===== src/rtl/cbp_pkg.sv =====
// shared constants for the codeword bit packer
package cbp_pkg;

   // bits in one emitted byte
   localparam int BYTE_W = 8;
   // width of the held-back partial byte
   localparam int PEND_W = BYTE_W - 1;
   // default longest codeword
   localparam int MAX_CODE_BITS_DEF = 32;
   // entries in the queue between front and back
   localparam int QUEUE_DEPTH_DEF = 4;
   // widths of the request ports
   localparam int CODE_PORT_W = 32;
   localparam int LEN_PORT_W = 6;

endpackage


===== src/rtl/cbp_front.sv =====
// front end: merges each codeword with the pending bits and builds a queue entry
module cbp_front #(
   parameter int MAX_CODE_BITS = 32,
   parameter int WORD_W = 40,
   parameter int NB_W = 3
) (
   input  logic                           clock,
   input  logic                           reset,
   input  logic                           req_valid,
   output logic                           req_ready,
   input  logic [cbp_pkg::CODE_PORT_W-1:0] req_code_bits,
   input  logic [cbp_pkg::LEN_PORT_W-1:0]  req_code_len,
   input  logic                           req_last_word,
   input  logic                           queue_full,
   output logic                           push,
   output logic [WORD_W-1:0]              push_word,
   output logic [NB_W-1:0]                push_nbytes,
   output logic                           push_last
);
   import cbp_pkg::*;

   localparam int LEN_W = $clog2(MAX_CODE_BITS + 1);
   localparam int TOT_W = $clog2(MAX_CODE_BITS + BYTE_W);
   localparam int SH_W  = $clog2(WORD_W + 1);

   logic [PEND_W-1:0] pbits_ff, pbits_in;
   logic [2:0]        pcount_ff, pcount_in;
   logic              accept;
   logic [LEN_W-1:0]  len_sat;
   logic [WORD_W-1:0] code_w;
   logic [WORD_W-1:0] acc;
   logic [TOT_W-1:0]  total;
   logic [SH_W-1:0]   shift;
   logic [2:0]        rem;
   logic [NB_W-1:0]   full_bytes;

   assign req_ready = !queue_full;
   assign accept    = req_valid && req_ready;

   // saturate the length and mask the codeword
   always_comb begin
      if (req_code_len > LEN_PORT_W'(MAX_CODE_BITS)) begin
         len_sat = LEN_W'(MAX_CODE_BITS);
      end else begin
         len_sat = req_code_len[LEN_W-1:0];
      end
      code_w = WORD_W'(req_code_bits[MAX_CODE_BITS-1:0]) & ~({WORD_W{1'b1}} << len_sat);
   end

   // append the codeword to the pending bits, then left-align with ones below
   always_comb begin
      acc         = (WORD_W'(pbits_ff) << len_sat) | code_w;
      total       = TOT_W'(pcount_ff) + TOT_W'(len_sat);
      shift       = SH_W'(WORD_W) - SH_W'(total);
      push_word   = (acc << shift) | ~({WORD_W{1'b1}} << shift);
      rem         = total[2:0];
      full_bytes  = NB_W'(total >> 3);
      push_nbytes = full_bytes + NB_W'(req_last_word && (rem != 3'd0));
      push_last   = req_last_word;
      push        = accept && (push_nbytes != '0);
   end

   // next pending state
   always_comb begin
      pbits_in  = pbits_ff;
      pcount_in = pcount_ff;
      if (accept) begin
         if (req_last_word) begin
            pbits_in  = '0;
            pcount_in = '0;
         end else begin
            pbits_in  = acc[PEND_W-1:0] & ~({PEND_W{1'b1}} << rem);
            pcount_in = rem;
         end
      end
   end

   always_ff @(posedge clock) begin
      if (reset) begin
         pbits_ff  <= '0;
         pcount_ff <= '0;
      end else begin
         pbits_ff  <= pbits_in;
         pcount_ff <= pcount_in;
      end
   end

endmodule


===== src/rtl/cbp_queue.sv =====
// small fifo of packed words between the front and back ends
module cbp_queue #(
   parameter int WIDTH = 44,
   parameter int DEPTH = 4
) (
   input  logic             clock,
   input  logic             reset,
   input  logic             push,
   input  logic [WIDTH-1:0] push_data,
   output logic             full,
   input  logic             pop,
   output logic             empty,
   output logic [WIDTH-1:0] head_data
);
   localparam int PTR_W = (DEPTH > 1) ? $clog2(DEPTH) : 1;
   localparam int CNT_W = $clog2(DEPTH + 1);

   logic [WIDTH-1:0] mem_ff [DEPTH];
   logic [PTR_W-1:0] wr_ptr_ff, wr_ptr_in;
   logic [PTR_W-1:0] rd_ptr_ff, rd_ptr_in;
   logic [CNT_W-1:0] count_ff, count_in;

   assign full      = (count_ff == CNT_W'(DEPTH));
   assign empty     = (count_ff == '0);
   assign head_data = mem_ff[rd_ptr_ff];

   // pointer and fill count update
   always_comb begin
      wr_ptr_in = wr_ptr_ff;
      rd_ptr_in = rd_ptr_ff;
      count_in  = count_ff;
      if (push) begin
         wr_ptr_in = (wr_ptr_ff == PTR_W'(DEPTH - 1)) ? '0 : wr_ptr_ff + 1'b1;
      end
      if (pop) begin
         rd_ptr_in = (rd_ptr_ff == PTR_W'(DEPTH - 1)) ? '0 : rd_ptr_ff + 1'b1;
      end
      if (push && !pop) begin
         count_in = count_ff + 1'b1;
      end else if (pop && !push) begin
         count_in = count_ff - 1'b1;
      end
   end

   always_ff @(posedge clock) begin
      if (reset) begin
         wr_ptr_ff <= '0;
         rd_ptr_ff <= '0;
         count_ff  <= '0;
      end else begin
         wr_ptr_ff <= wr_ptr_in;
         rd_ptr_ff <= rd_ptr_in;
         count_ff  <= count_in;
      end
   end

   // storage write
   always_ff @(posedge clock) begin
      if (push) begin
         mem_ff[wr_ptr_ff] <= push_data;
      end
   end

`ifndef ASSERT_OFF
   a_no_overflow: assert property (@(posedge clock) disable iff (reset)
      push |-> (!full || pop))
      else $error("queue written while full");
   a_no_underflow: assert property (@(posedge clock) disable iff (reset)
      pop |-> !empty)
      else $error("queue read while empty");
   a_count_range: assert property (@(posedge clock) disable iff (reset)
      count_ff <= CNT_W'(DEPTH))
      else $error("queue fill count out of range");
   a_count_step: assert property (@(posedge clock) disable iff (reset)
      (push && !pop) |=> (count_ff == $past(count_ff) + 1'b1))
      else $error("queue fill count missed a write");
`endif

endmodule


===== src/rtl/cbp_back.sv =====
// back end: walks the head entry one byte a cycle into the response register while the receiver keeps up
module cbp_back #(
   parameter int WORD_W = 40,
   parameter int NB_W = 3
) (
   input  logic                      clock,
   input  logic                      reset,
   input  logic                      empty,
   input  logic [WORD_W-1:0]         head_word,
   input  logic [NB_W-1:0]           head_nbytes,
   input  logic                      head_last,
   output logic                      pop,
   output logic                      rsp_valid,
   input  logic                      rsp_ready,
   output logic [cbp_pkg::BYTE_W-1:0] rsp_out_byte,
   output logic                      rsp_last_byte
);
   import cbp_pkg::*;

   logic [NB_W-1:0]   idx_ff, idx_in;
   logic              valid_ff, valid_in;
   logic [BYTE_W-1:0] byte_ff, byte_in;
   logic              last_ff, last_in;
   logic              load;
   logic              final_of_entry;
   logic [WORD_W-1:0] shifted;

   assign rsp_valid     = valid_ff;
   assign rsp_out_byte  = byte_ff;
   assign rsp_last_byte = last_ff;

   // byte selection and response register load
   always_comb begin
      load           = !empty && (!valid_ff || rsp_ready);
      final_of_entry = (idx_ff == head_nbytes - 1'b1);
      pop            = load && final_of_entry;
      shifted        = head_word << {idx_ff, 3'b000};
      idx_in         = idx_ff;
      valid_in       = valid_ff;
      byte_in        = byte_ff;
      last_in        = last_ff;
      if (load) begin
         idx_in   = final_of_entry ? '0 : idx_ff + 1'b1;
         valid_in = 1'b1;
         byte_in  = shifted[WORD_W-1 -: BYTE_W];
         last_in  = head_last && final_of_entry;
      end else if (rsp_ready) begin
         valid_in = 1'b0;
      end
   end

   always_ff @(posedge clock) begin
      if (reset) begin
         idx_ff   <= '0;
         valid_ff <= 1'b0;
      end else begin
         idx_ff   <= idx_in;
         valid_ff <= valid_in;
      end
   end

   always_ff @(posedge clock) begin
      byte_ff <= byte_in;
      last_ff <= last_in;
   end

endmodule


===== src/rtl/codeword_bit_packer.sv =====
// codeword bit packer top level: front end, entry queue and byte emitter
// a request's first byte is registered in the queue, then in the response register
// throughput: one request a cycle while the queue has room; output is one byte a cycle
// while an entry waits and the receiver is ready, so the byte emitter sets the rate;
// the queue holds up to QUEUE_DEPTH entries in flight
// reset (synchronous, active high) clears pending bits, queue and output valid
module codeword_bit_packer #(
   parameter int MAX_CODE_BITS = cbp_pkg::MAX_CODE_BITS_DEF,
   parameter int QUEUE_DEPTH = cbp_pkg::QUEUE_DEPTH_DEF
) (
   input  logic                           clock,
   input  logic                           reset,
   input  logic                           req_valid,
   output logic                           req_ready,
   input  logic [cbp_pkg::CODE_PORT_W-1:0] req_code_bits,
   input  logic [cbp_pkg::LEN_PORT_W-1:0]  req_code_len,
   input  logic                           req_last_word,
   output logic                           rsp_valid,
   input  logic                           rsp_ready,
   output logic [cbp_pkg::BYTE_W-1:0]     rsp_out_byte,
   output logic                           rsp_last_byte
);
   import cbp_pkg::*;

   localparam int MAX_BYTES = (MAX_CODE_BITS + PEND_W + BYTE_W - 1) / BYTE_W;
   localparam int WORD_W    = MAX_BYTES * BYTE_W;
   localparam int NB_W      = $clog2(MAX_BYTES + 1);
   localparam int ENTRY_W   = WORD_W + NB_W + 1;

   logic              queue_full;
   logic              queue_empty;
   logic              push;
   logic              pop;
   logic [WORD_W-1:0] push_word;
   logic [NB_W-1:0]   push_nbytes;
   logic              push_last;
   logic [ENTRY_W-1:0] head_entry;

   // merge codewords with pending bits
   cbp_front #(
      .MAX_CODE_BITS (MAX_CODE_BITS),
      .WORD_W        (WORD_W),
      .NB_W          (NB_W)
   ) u_front (
      .clock         (clock),
      .reset         (reset),
      .req_valid     (req_valid),
      .req_ready     (req_ready),
      .req_code_bits (req_code_bits),
      .req_code_len  (req_code_len),
      .req_last_word (req_last_word),
      .queue_full    (queue_full),
      .push          (push),
      .push_word     (push_word),
      .push_nbytes   (push_nbytes),
      .push_last     (push_last)
   );

   // decoupling queue
   cbp_queue #(
      .WIDTH (ENTRY_W),
      .DEPTH (QUEUE_DEPTH)
   ) u_queue (
      .clock     (clock),
      .reset     (reset),
      .push      (push),
      .push_data ({push_word, push_nbytes, push_last}),
      .full      (queue_full),
      .pop       (pop),
      .empty     (queue_empty),
      .head_data (head_entry)
   );

   // byte emitter
   cbp_back #(
      .WORD_W (WORD_W),
      .NB_W   (NB_W)
   ) u_back (
      .clock         (clock),
      .reset         (reset),
      .empty         (queue_empty),
      .head_word     (head_entry[ENTRY_W-1 -: WORD_W]),
      .head_nbytes   (head_entry[NB_W:1]),
      .head_last     (head_entry[0]),
      .pop           (pop),
      .rsp_valid     (rsp_valid),
      .rsp_ready     (rsp_ready),
      .rsp_out_byte  (rsp_out_byte),
      .rsp_last_byte (rsp_last_byte)
   );

endmodule


===== config.mk =====
export PLATFORM = sky130hd
export DESIGN_NAME = codeword_bit_packer
export DESIGN_NICKNAME = d
export VERILOG_FILES = /design/src/rtl/cbp_pkg.sv /design/src/rtl/cbp_front.sv /design/src/rtl/cbp_queue.sv /design/src/rtl/cbp_back.sv /design/src/rtl/codeword_bit_packer.sv
export SDC_FILE = /design/constraint.sdc
export NUM_CORES = 1
export LEC_CHECK = 0
export BUFFER_PORTS_ARGS = -buffer_cell sky130_fd_sc_hd__buf_2
export CORE_MARGIN = 2
export CORE_UTILIZATION = 43
export CTS_BUF_LIST = sky130_fd_sc_hd__clkbuf_8
export DETAILED_ROUTE_END_ITERATION = 16
export PLACE_DENSITY = 0.59
export SYNTH_ARGS = -nofsm -noshare
export SYNTH_HDL_FRONTEND = slang
export SYNTH_SLANG_ARGS = --single-unit

===== constraint.sdc =====
create_clock -name clock -period 8.2 [get_ports clock]
set_clock_uncertainty 0.15 [all_clocks]
set_input_delay 0 -clock clock [delete_from_list [all_inputs] [get_ports clock]]
set_output_delay 0 -clock clock [all_outputs]
set_load 0.02 [all_outputs]

# Word level (Yosys, flattened, before mapping)

Memory sizes are Yosys's and may differ from the RTL's. A register that Yosys moved wholly into a read port is not among the register bits.
Cells that the tools add are included.

Add/subtract/negate cells: 9
$lt $le $gt $ge: 1
Eq/ne operators: 4
Shift operators: 6
Mux-type cells: 14
Bitwise operators: 7
Reductions and logical operators: 19

Operators by type and width:

| cell                  | number |
|---|---|
| $not 40->40           | 2 |
| $or 40x40->40         | 2 |
| $shl 40x6->40         | 2 |
| $shl 40x6->40 const A | 2 |
| $and 32x40->40        | 1 |
| $shl 7x6->40          | 1 |
| $mux 3                | 4 |
| $logic_and 1x1->1     | 8 |
| $mux 2                | 4 |
| $and 7x7->7           | 1 |
| $mux 7                | 1 |
| $not 7->7             | 1 |
| $shl 7x3->7 const A   | 1 |
| $add 3x1->3 const B   | 2 |
| $add 3x6->6           | 1 |
| $gt 6x6->1 const B    | 1 |
| $mux 6                | 1 |
| $reduce_bool 3->1     | 2 |
| $sub 3x1->3 const B   | 2 |
| $sub 6x6->6 const A   | 1 |
| $logic_not 1->1       | 5 |
| $add 2x1->2 const B   | 2 |
| $eq 2x2->1 const B    | 2 |
| $mux 1                | 4 |
| 6 further kinds       | 7 |

Bits in registers: 30
RAM bits: 176
Bits of input ports: 43
Output and inout port bits: 11
Memories: 1

Memories:

| name           | depth | bits a word | read ports | clocked after memory_dff | write ports | RTL line        | RTL |
|---|---|---|---|---|---|---|---|
| u_queue.mem_ff | 4     | 44          | 1          | 1                        | 1           | cbp_queue.sv:18 | `logic [WIDTH-1:0] mem_ff [DEPTH];` |

# Logic depth before layout (Yosys ltp)

Gate-level depths: netlist (run 1).

Depth after elaboration: 12
Mapped depth: 22
Mapped depth without buffers: 20

# By module

A second synthesis (run 1) with hierarchy kept.

Cell total of the unflattened synthesis: 1105
Area total of the unflattened synthesis: 12675.9 um2

Modules (own cells, without submodules):

| module    | times used | cells each | area an instance (um2) | sequential area each (um2) |
|---|---|---|---|---|
| cbp_queue | 1          | 274        | 6847.8                 | 5465.2 |
| cbp_front | 1          | 758        | 4992.3                 | 200.2 |
| cbp_back  | 1          | 73         | 835.8                  | 350.3 |

# Worst setup path after synthesis (run 1)

OpenSTA, ideal clock, no wires.

Path type: input -> register
Start point: input req_code_len[5] (netlist name)
End point: memory u_queue.mem_ff[3][0], enable pin
Library setup time: 0.406 ns
Arrival: 4.266 ns
Data required time: 7.644 ns
Slack: 3.378 ns
Cell stages on the path: 17
Buffers on the path: 5
Cell sequence: buf_6 nand2b_1 inv_1 ha_1 buf_4 clkinv_1 clkbuf_1 buf_1 ha_1 ha_1 nor2b_1 ha_1 ha_1 xnor2_1 o311a_1 clkbuf_1 and2_1

Word-level cells in the longest chain between the ends: 10

RTL lines:

| what                           | RTL line                  | RTL |
|---|---|---|
| start, declared                | codeword_bit_packer.sv:16 | `input logic [cbp_pkg::LEN_PORT_W-1:0] req_code_len,` |
| $gt 6x6->1                     | cbp_front.sv:42           | `if (req_code_len > LEN_PORT_W'(MAX_CODE_BITS)) begin` |
| $mux 6 *                       | cbp_front.sv:42           |  |
| $add 3x6->6 *                  | cbp_front.sv:53           | `total = TOT_W'(pcount_ff) + TOT_W'(len_sat);` |
| $reduce_bool 3->1              | cbp_front.sv:58           | `push_nbytes = full_bytes + NB_W'(req_last_word && (rem != 3'd0));` |
| $logic_and 1x1->1              | cbp_front.sv:58           |  |
| $add 3x1->3 *                  | cbp_front.sv:58           |  |
| via push_nbytes[2]             | codeword_bit_packer.sv:35 | `logic [NB_W-1:0] push_nbytes;` |
| $reduce_bool 3->1 *            | cbp_front.sv:60           | `push = accept && (push_nbytes != '0);` |
| $logic_and 1x1->1 *            | cbp_front.sv:60           |  |
| via push                       | codeword_bit_packer.sv:32 | `logic push;` |
| $mux 1 *                       | cbp_queue.sv:59           | `if (push) begin` |
| $mux 1 (not written as such) * | cbp_queue.sv:60           | `mem_ff[wr_ptr_ff] <= push_data;` |
| end, declared                  | cbp_queue.sv:18           |  |

Mark *: on every way through the listed nets, which the timed path passes. The rest lies on a longest branch.

# Worst setup path in the final report (run 1)

Start point: input req_code_len[0] (netlist name)
End point: memory u_queue.mem_ff[1][36], data pin

Word-level cells in the longest chain between the ends: 8

RTL lines:

| what                                                | RTL line                  | RTL |
|---|---|---|
| $gt 6x6->1                                          | cbp_front.sv:42           |  |
| $mux 6 *                                            | cbp_front.sv:42           |  |
| branches (longest 5 deep; another with $add 3x6->6) | --                        |  |
| $or 40x40->40 *                                     | cbp_front.sv:55           | `push_word = (acc << shift) \| ~({WORD_W{1'b1}} << shift);` |
| via push_word[32]                                   | codeword_bit_packer.sv:34 | `logic [WORD_W-1:0] push_word;` |

Mark *: on every way through the listed nets, which the timed path passes.

==> results.json, run 1 <==
{
  "fillers": 2756,
  "timing.final.crit_period_ns": 5.022,
  "worstMarginPinSlew_ns": 1.077,
  "fmax_ghz": 0.1991,
  "async_flop_share_pct": 0,
  "synth_top_area_share_pct": 41.71,
  "layout.nets": 1234,
  "gp_congestion": 0.9723,
  "placed_cells": 1525,
  "yosysWarnings": 0,
  "ir_worst_vdd_v": 0.0001041,
  "stdcell_count": 1592,
  "maxCapViolations": 0,
  "viasPerCell": 6.432,
  "synth-main-ff-cell": "edfxtp_1",
  "yosys.cell_types.count": 115,
  "clock-sinks": 208,
  "place_area_sq_um": 13760,
  "grt_util_all_layers_pct": 23.52,
  "cp_max_fo": 51,
  "hold_depth": 5,
  "drt_iter0_drc": 1148,
  "core_sq_um": 30510,
  "yosys.area_share.simple_pct": 12.92,
  "numCtsBuffers": 31,
  "drive_gt1_share_pct": 20.48,
  "synth_area_sq_um": 13320,
  "fin_setup_tns_ns": 0,
  "p_total_mw": 3.451,
  "dpl_worst_slack_ns": 2.686,
  "worstHoldPathType": "in -> reg",
  "die_h_microns": 180.0,
  "worstPathRequired_ns": 8.27,
  "ys_ff_latch": 208,
  "crit_path_end_kind": "flip-flop",
  "cts.reportedPaths.clkPinSlew_ns": 0.06,
  "hold_slack_ns": 0.1341,
  "syn_inst": 1151,
  "stdcell_area_sq_um": 14420,
  "drt_wl_total_microns": 38670,
  "grt_pass1_wl_microns": 60070,
  "clk_path_buf_depth": 3,
  "utilization_pct": 47.26,
  "synth_top_family_by_area": "compound AO/OA/AOI/OAI gates",
  "dr.pass1.iters": 6,
  "grt_pass1_vias": 9914,
  "routedWlPerCell_microns": 24.29,
  "synth_fp_nets": 1213,
  "overflow": 0,
  "critical_path_arrival_ns": 5.09,
  "ys_seq_area_share_pct": 45.17,
  "drc": 0,
  "setup_viol": 0,
  "relSlewSlack_pct": 27.61,
  "worst_slack_ns": 3.178,
  "ios": 54,
  "hpwl_microns": 27100,
  "htreeDepth": 1,
  "synth_edf_count": 185,
  "tritoncts": "yes",
  "via_count": 10240,
  "reg2regPathDepth": 14,
  "status": "finished clean",
  "leakage_nw": 4.716,
  "die_w_microns": 180.0,
  "rows": 64,
  "grt_max_degree": 73,
  "synth_top_cell_by_area": "edfxtp_1",
  "rsz0062_at_grt": "false",
  "synth-compound-area-share_pct": 18.89,
  "synth_xor_area_share_pct": 0.9112,
  "area_growth_pct": 8.248,
  "netlist_top_cells_area": "edfxtp_1 42%, mux4_2 11%, dfxtp_1 3.5%",
  "antenna_found_initial": 0,
  "dieArea_sq_um": 32400,
  "avgSynthCellArea_sq_um": 11.57,
  "floorplan.initialDensity_pct": 43.66,
  "hold_viol": 0,
  "period_share_pct": 61.25,
  "slew_viol_final": 0,
  "synth.area.mux_share_pct": 15.70,
  "worstSkewPairLatency_ns": 0.55,
  "post_cts_buffers": 0,
  "root_buffer": "clkbuf_8",
  "ant_nets": 0,
  "diodes": 0,
  "setup.worst_path.start_class": "input pin",
  "synth_fa_ha_area_share_pct": 2.067,
  "critPathKind": "in -> reg",
  "power.density_nw_per_um2": 239.3,
  "io_buffers": 53
}
==> layout make-up <==
class                   instances  area [sq um]  area share [%]
multi-input cells             823          6729           46.67
clock buffers                  31         426.7           2.959
inverters                      24         90.09          0.6248
well taps                     396         495.5           3.437
repair buffers                 84         523.0           3.628
flip-flops and latches        208          6021           41.76
clock inverters                26         132.6          0.9199
==> flip-flops by register name, indices dropped and copies added (netlist names), named ones only <==
| register | flops |
|---|---|
| u_back.idx_ff | 3 |
| u_back.rsp_last_byte | 1 |
| u_back.rsp_out_byte | 8 |
| u_back.rsp_valid | 1 |
| u_front.pbits_ff | 7 |
| u_front.pcount_ff | 3 |
| u_queue.count_ff | 3 |
| u_queue.mem_ff | 176 |
| u_queue.rd_ptr_ff | 2 |
| u_queue.wr_ptr_ff | 2 |
==> Yosys cell counts (10+ instances only) <==
library cell,number
nor2b_1,11
o21ai_0,45
a21oi_1,54
o31ai_1,10
nand3_1,25
nand2b_1,10
a221oi_1,11
o22ai_1,18
mux2i_1,36
ha_1,18
mux2_2,24
buf_1,11
buf_2,25
nand2_1,86
edfxtp_1,185
o211ai_1,17
clkbuf_1,43
nor2_1,85
a22oi_1,13
dfxtp_1,23
inv_1,21
a211oi_1,19
nor3_1,27
and2_1,15
mux4_2,63
==> critical path, cell delays in order <==
cell       delay [ns]
buf_2            0.55
nand2b_1         0.31
inv_1            0.18
ha_1             0.25
ha_1             0.21
a21o_1           0.12
or2_1            0.13
nand3_1          0.24
and2_1           0.28
ha_1             0.28
buf_4            0.48
inv_2            0.46
a2111oi_0        0.75
o41ai_1          0.17
o211a_1          0.21
a211oi_1         0.29
a221oi_1         0.15
==> report_power, final <==
part / internal (mW) / total (mW) / switching, mW
combinational: 0.493 / 1.29 / 0.797
sequential: 1.36 / 1.41 / 0.0509
clock: 0.383 / 0.753 / 0.371
total: 2.23 / 3.45 / 1.22
==> layout by cell type (no fill, tap or decap), types with 10 or more instances in the layout <==
cell type / synthesis / routed
and2_1: 15 / 11
edfxtp_1: 185 / 185
nor2b_1: 11 / 11
dlygate4sd3_1: 0 / 10
a21oi_1: 54 / 54
mux4_2: 63 / 63
o31ai_1: 10 / 10
buf_2: 25 / 53
nor2_1: 85 / 85
o211ai_1: 17 / 17
o22ai_1: 18 / 18
nor3_1: 27 / 27
inv_1: 21 / 39
a221oi_1: 11 / 11
o21ai_0: 45 / 45
a211oi_1: 19 / 19
mux2_2: 24 / 24
mux2i_1: 36 / 36
nand2_1: 86 / 86
buf_4: 8 / 21
dfxtp_1: 23 / 21
nand2b_1: 10 / 10
ha_1: 18 / 18
a22oi_1: 13 / 13
clkbuf_8: 0 / 31
nand3_1: 25 / 25
==> cells by family (layout without fill, tap and decap cells) <==
| kind of cell | after synthesis | count (layout) |
|---|---|---|
| AO/OA/AOI/OAI | 331 | 331 |
| XOR/XNOR | 13 | 13 |
| adder cells (fa/ha/maj) | 22 | 22 |
| buffers and inverters | 120 | 165 |
| flip-flops | 208 | 208 |
| multiplexers | 125 | 125 |
| AND/OR/NAND/NOR | 332 | 332 |
==> final timing paths <==
| kind | start | to | slack (ns) |
|---|---|---|---|
| worst max register to register | u_front.pcount_ff[0] | u_queue.mem_ff[1][36] | 3.20 |
| worst max-delay path | req_code_len[0] | u_queue.mem_ff[1][36] | 3.18 |
| worst min-delay path | req_code_bits[5] | u_front.pbits_ff[5] | 0.13 |
| worst min register to register | u_queue.count_ff[2] | u_queue.count_ff[2] | 0.37 |
==> timing repair <==
item                                   in CTS  in global routing
hold buffers                               10                  0
gates resized for setup                     0                  0
endpoints found under the hold margin      40                  0
==> metal layers <==
metal  global-route usage (%)  routed length [microns]  vias up
met5                        0                        0        -
met4                    7.837                     1329        0
met3                    3.323                     2610       91
met2                    36.70                    17520      489
met1                    33.84                    17210     5011
li1                         -                        -     4649
(Power assumes the default switching activity.)
==> inputs of run 2 (changes only) <==
--- a/config.mk
+++ b/config.mk
@@ -10,7 +10,7 @@
 export CORE_UTILIZATION = 43
 export CTS_BUF_LIST = sky130_fd_sc_hd__clkbuf_8
 export DETAILED_ROUTE_END_ITERATION = 16
-export PLACE_DENSITY = 0.59
+export PLACE_DENSITY = 0.61
 export SYNTH_ARGS = -nofsm -noshare
 export SYNTH_HDL_FRONTEND = slang
 export SYNTH_SLANG_ARGS = --single-unit
==> constraint.sdc (replaced) <==
create_clock -name clock -period 4.3 [get_ports clock]
set_clock_uncertainty 0.15 [all_clocks]
set_input_delay 0 -clock clock [delete_from_list [all_inputs] [get_ports clock]]
set_output_delay 0 -clock clock [all_outputs]
set_load 0.02 [all_outputs]
==> results.json, run 2 (same netlist as run 1, synthesis figures left out) <==
{
  "worstSkewPairLatency_ns": 0.55,
  "setup.worst_path.start_class": "flip-flop",
  "worstHoldPathType": "in -> reg",
  "grt_pass1_vias": 10250,
  "clock-sinks": 208,
  "dr.pass1.iters": 6,
  "largest_reg_flops": 176,
  "power.density_nw_per_um2": 449.4,
  "fmax_ghz": 0.2467,
  "multi_input_area_sq_um": 6805,
  "worstMarginPinSlew_ns": 0.8748,
  "fillers": 2761,
  "io_buffers": 53,
  "setup_viol": 0,
  "critPathKind": "reg -> reg",
  "via_count": 10584,
  "status": "finished clean",
  "largest_register": "u_queue.mem_ff",
  "die_w_microns": 180.0,
  "critPathBufInv": 1,
  "grt_pass1_wl_microns": 60660,
  "drive_gt1_share_pct": 25.24,
  "dieArea_sq_um": 32400,
  "slowest_stage": "ha_1",
  "worst_slack_ns": 0.2457,
  "slew_viol_final": 0,
  "worstPathRequired_ns": 4.38,
  "utilization_pct": 49.13,
  "diodes": 0,
  "slowest_delay_ns": 0.47,
  "grt_util_all_layers_pct": 23.75,
  "numCtsBuffers": 31,
  "grt_max_degree": 66,
  "rsz0062_at_grt": "false",
  "gp_congestion": 0.9815,
  "timing.final.crit_period_ns": 4.054,
  "ant_nets": 0,
  "viasPerCell": 6.422,
  "p_total_mw": 6.736,
  "fin_setup_tns_ns": 0,
  "floorplan.initialDensity_pct": 43.66,
  "relSlewSlack_pct": 40.94,
  "area_growth_pct": 12.53,
  "routedWlPerCell_microns": 23.81,
  "maxCapViolations": 0,
  "cp_max_fo": 11,
  "period_share_pct": 94.29,
  "path_cells": "ha_1 -> ha_1 -> a21o_1 -> or2_1 -> a21o_4 -> and2_4 -> ha_1 -> buf_4 -> nand2_1 -> a2111oi_1 -> o41ai_1 -> o211a_1 -> a211oi_1 -> a221oi_1",
  "rows": 64,
  "overflow": 0,
  "cp_common_cell": "ha_1",
  "leakage_nw": 5.006,
  "post_cts_buffers": 0,
  "crit_path_end_kind": "flip-flop",
  "stdcell_area_sq_um": 14990,
  "final_cell_mix": "185 x edfxtp_1, 86 x nand2_1, 85 x nor2_1",
  "cp_top_family": "compound AO/OA/AOI/OAI gates",
  "antenna_found_initial": 0,
  "cts.reportedPaths.clkPinSlew_ns": 0.07,
  "die_h_microns": 180.0,
  "drt_wl_total_microns": 39240,
  "clk_path_buf_depth": 3,
  "seqCellArea_sq_um": 6021,
  "htreeDepth": 1,
  "place_area_sq_um": 14250,
  "core_sq_um": 30510,
  "r2r_slack_ns": 0.25,
  "critical_path_arrival_ns": 4.14,
  "drc": 0,
  "layout.nets": 1292,
  "hpwl_microns": 28130,
  "mostFrequentLayoutCell": "edfxtp_1",
  "drt_iter0_drc": 954,
  "ios": 54,
  "ir_worst_vdd_v": 0.0002706,
  "root_buffer": "clkbuf_8",
  "hold_viol": 0,
  "tritoncts": "yes",
  "dpl_worst_slack_ns": 0.08091
}
## run 2: cell count changes in the layout (fill, tap and decap cells not counted), sizes merged
cell | before | now
buf | 74 | 131
inv | 41 | 34
clkinv | 8 | 13
dlygate4sd3 | 10 | 11
## run 2: repair_timing
item,CTS,global route
hold endpoints to repair,40,0
setup endpoints to repair,0,107
hold buffers,11,0
gates resized for setup,0,18
## run 2: through the flow
stage,cells,hold slack (ns)
finish,1648,0.1429
global route,1648,0.1486
CTS,1648,0.1127
detailed placement,1582,0.1318
global placement,1582,0.1153
floorplan,1151,-0.05113
## run 2: cell type report
cell class,instances,share of cell area (%)
multi-input combinational,823,45.40
clock inverter,24,0.8849
tap,396,3.306
sequential,208,40.17
timing repair buffer,142,6.787
inverter,24,0.6011
clock buffer,31,2.847
## run 2: final timing paths
kind / from / end / depth (start not counted)
setup reg to reg: u_front.pcount_ff[0] / u_queue.mem_ff[0][36] / 14
setup / recovery: u_front.pcount_ff[0] / u_queue.mem_ff[0][36] / 14
hold reg to reg: u_front.pcount_ff[0] / u_front.pcount_ff[0] / 2
hold / removal: req_code_bits[0] / u_front.pbits_ff[0] / 6
## run 2: power breakdown
group          switching, mW  internal, mW
Clock                  0.723         0.733
Sequential            0.0777          2.58
Combinational           1.57          1.05
## run 2: metal layers
layer	global-route usage [%]	part of all wire, %	wire length [microns]	vias to the layer above
li1	-	-	-	4756
met1	34.00	44	17080	5306
met2	37.50	47	18330	443
met3	2.755	6.4	2525	79
met4	8.423	3.3	1309	0
met5	0	0	0	-
## run 2: tightest hold or removal path, cell delays in order
cell      delay (ns)
buf_2           0.10
a21boi_0        0.17
nor2_1          0.26
nor4_1          0.10
a21oi_1         0.11
nor2_1          0.05
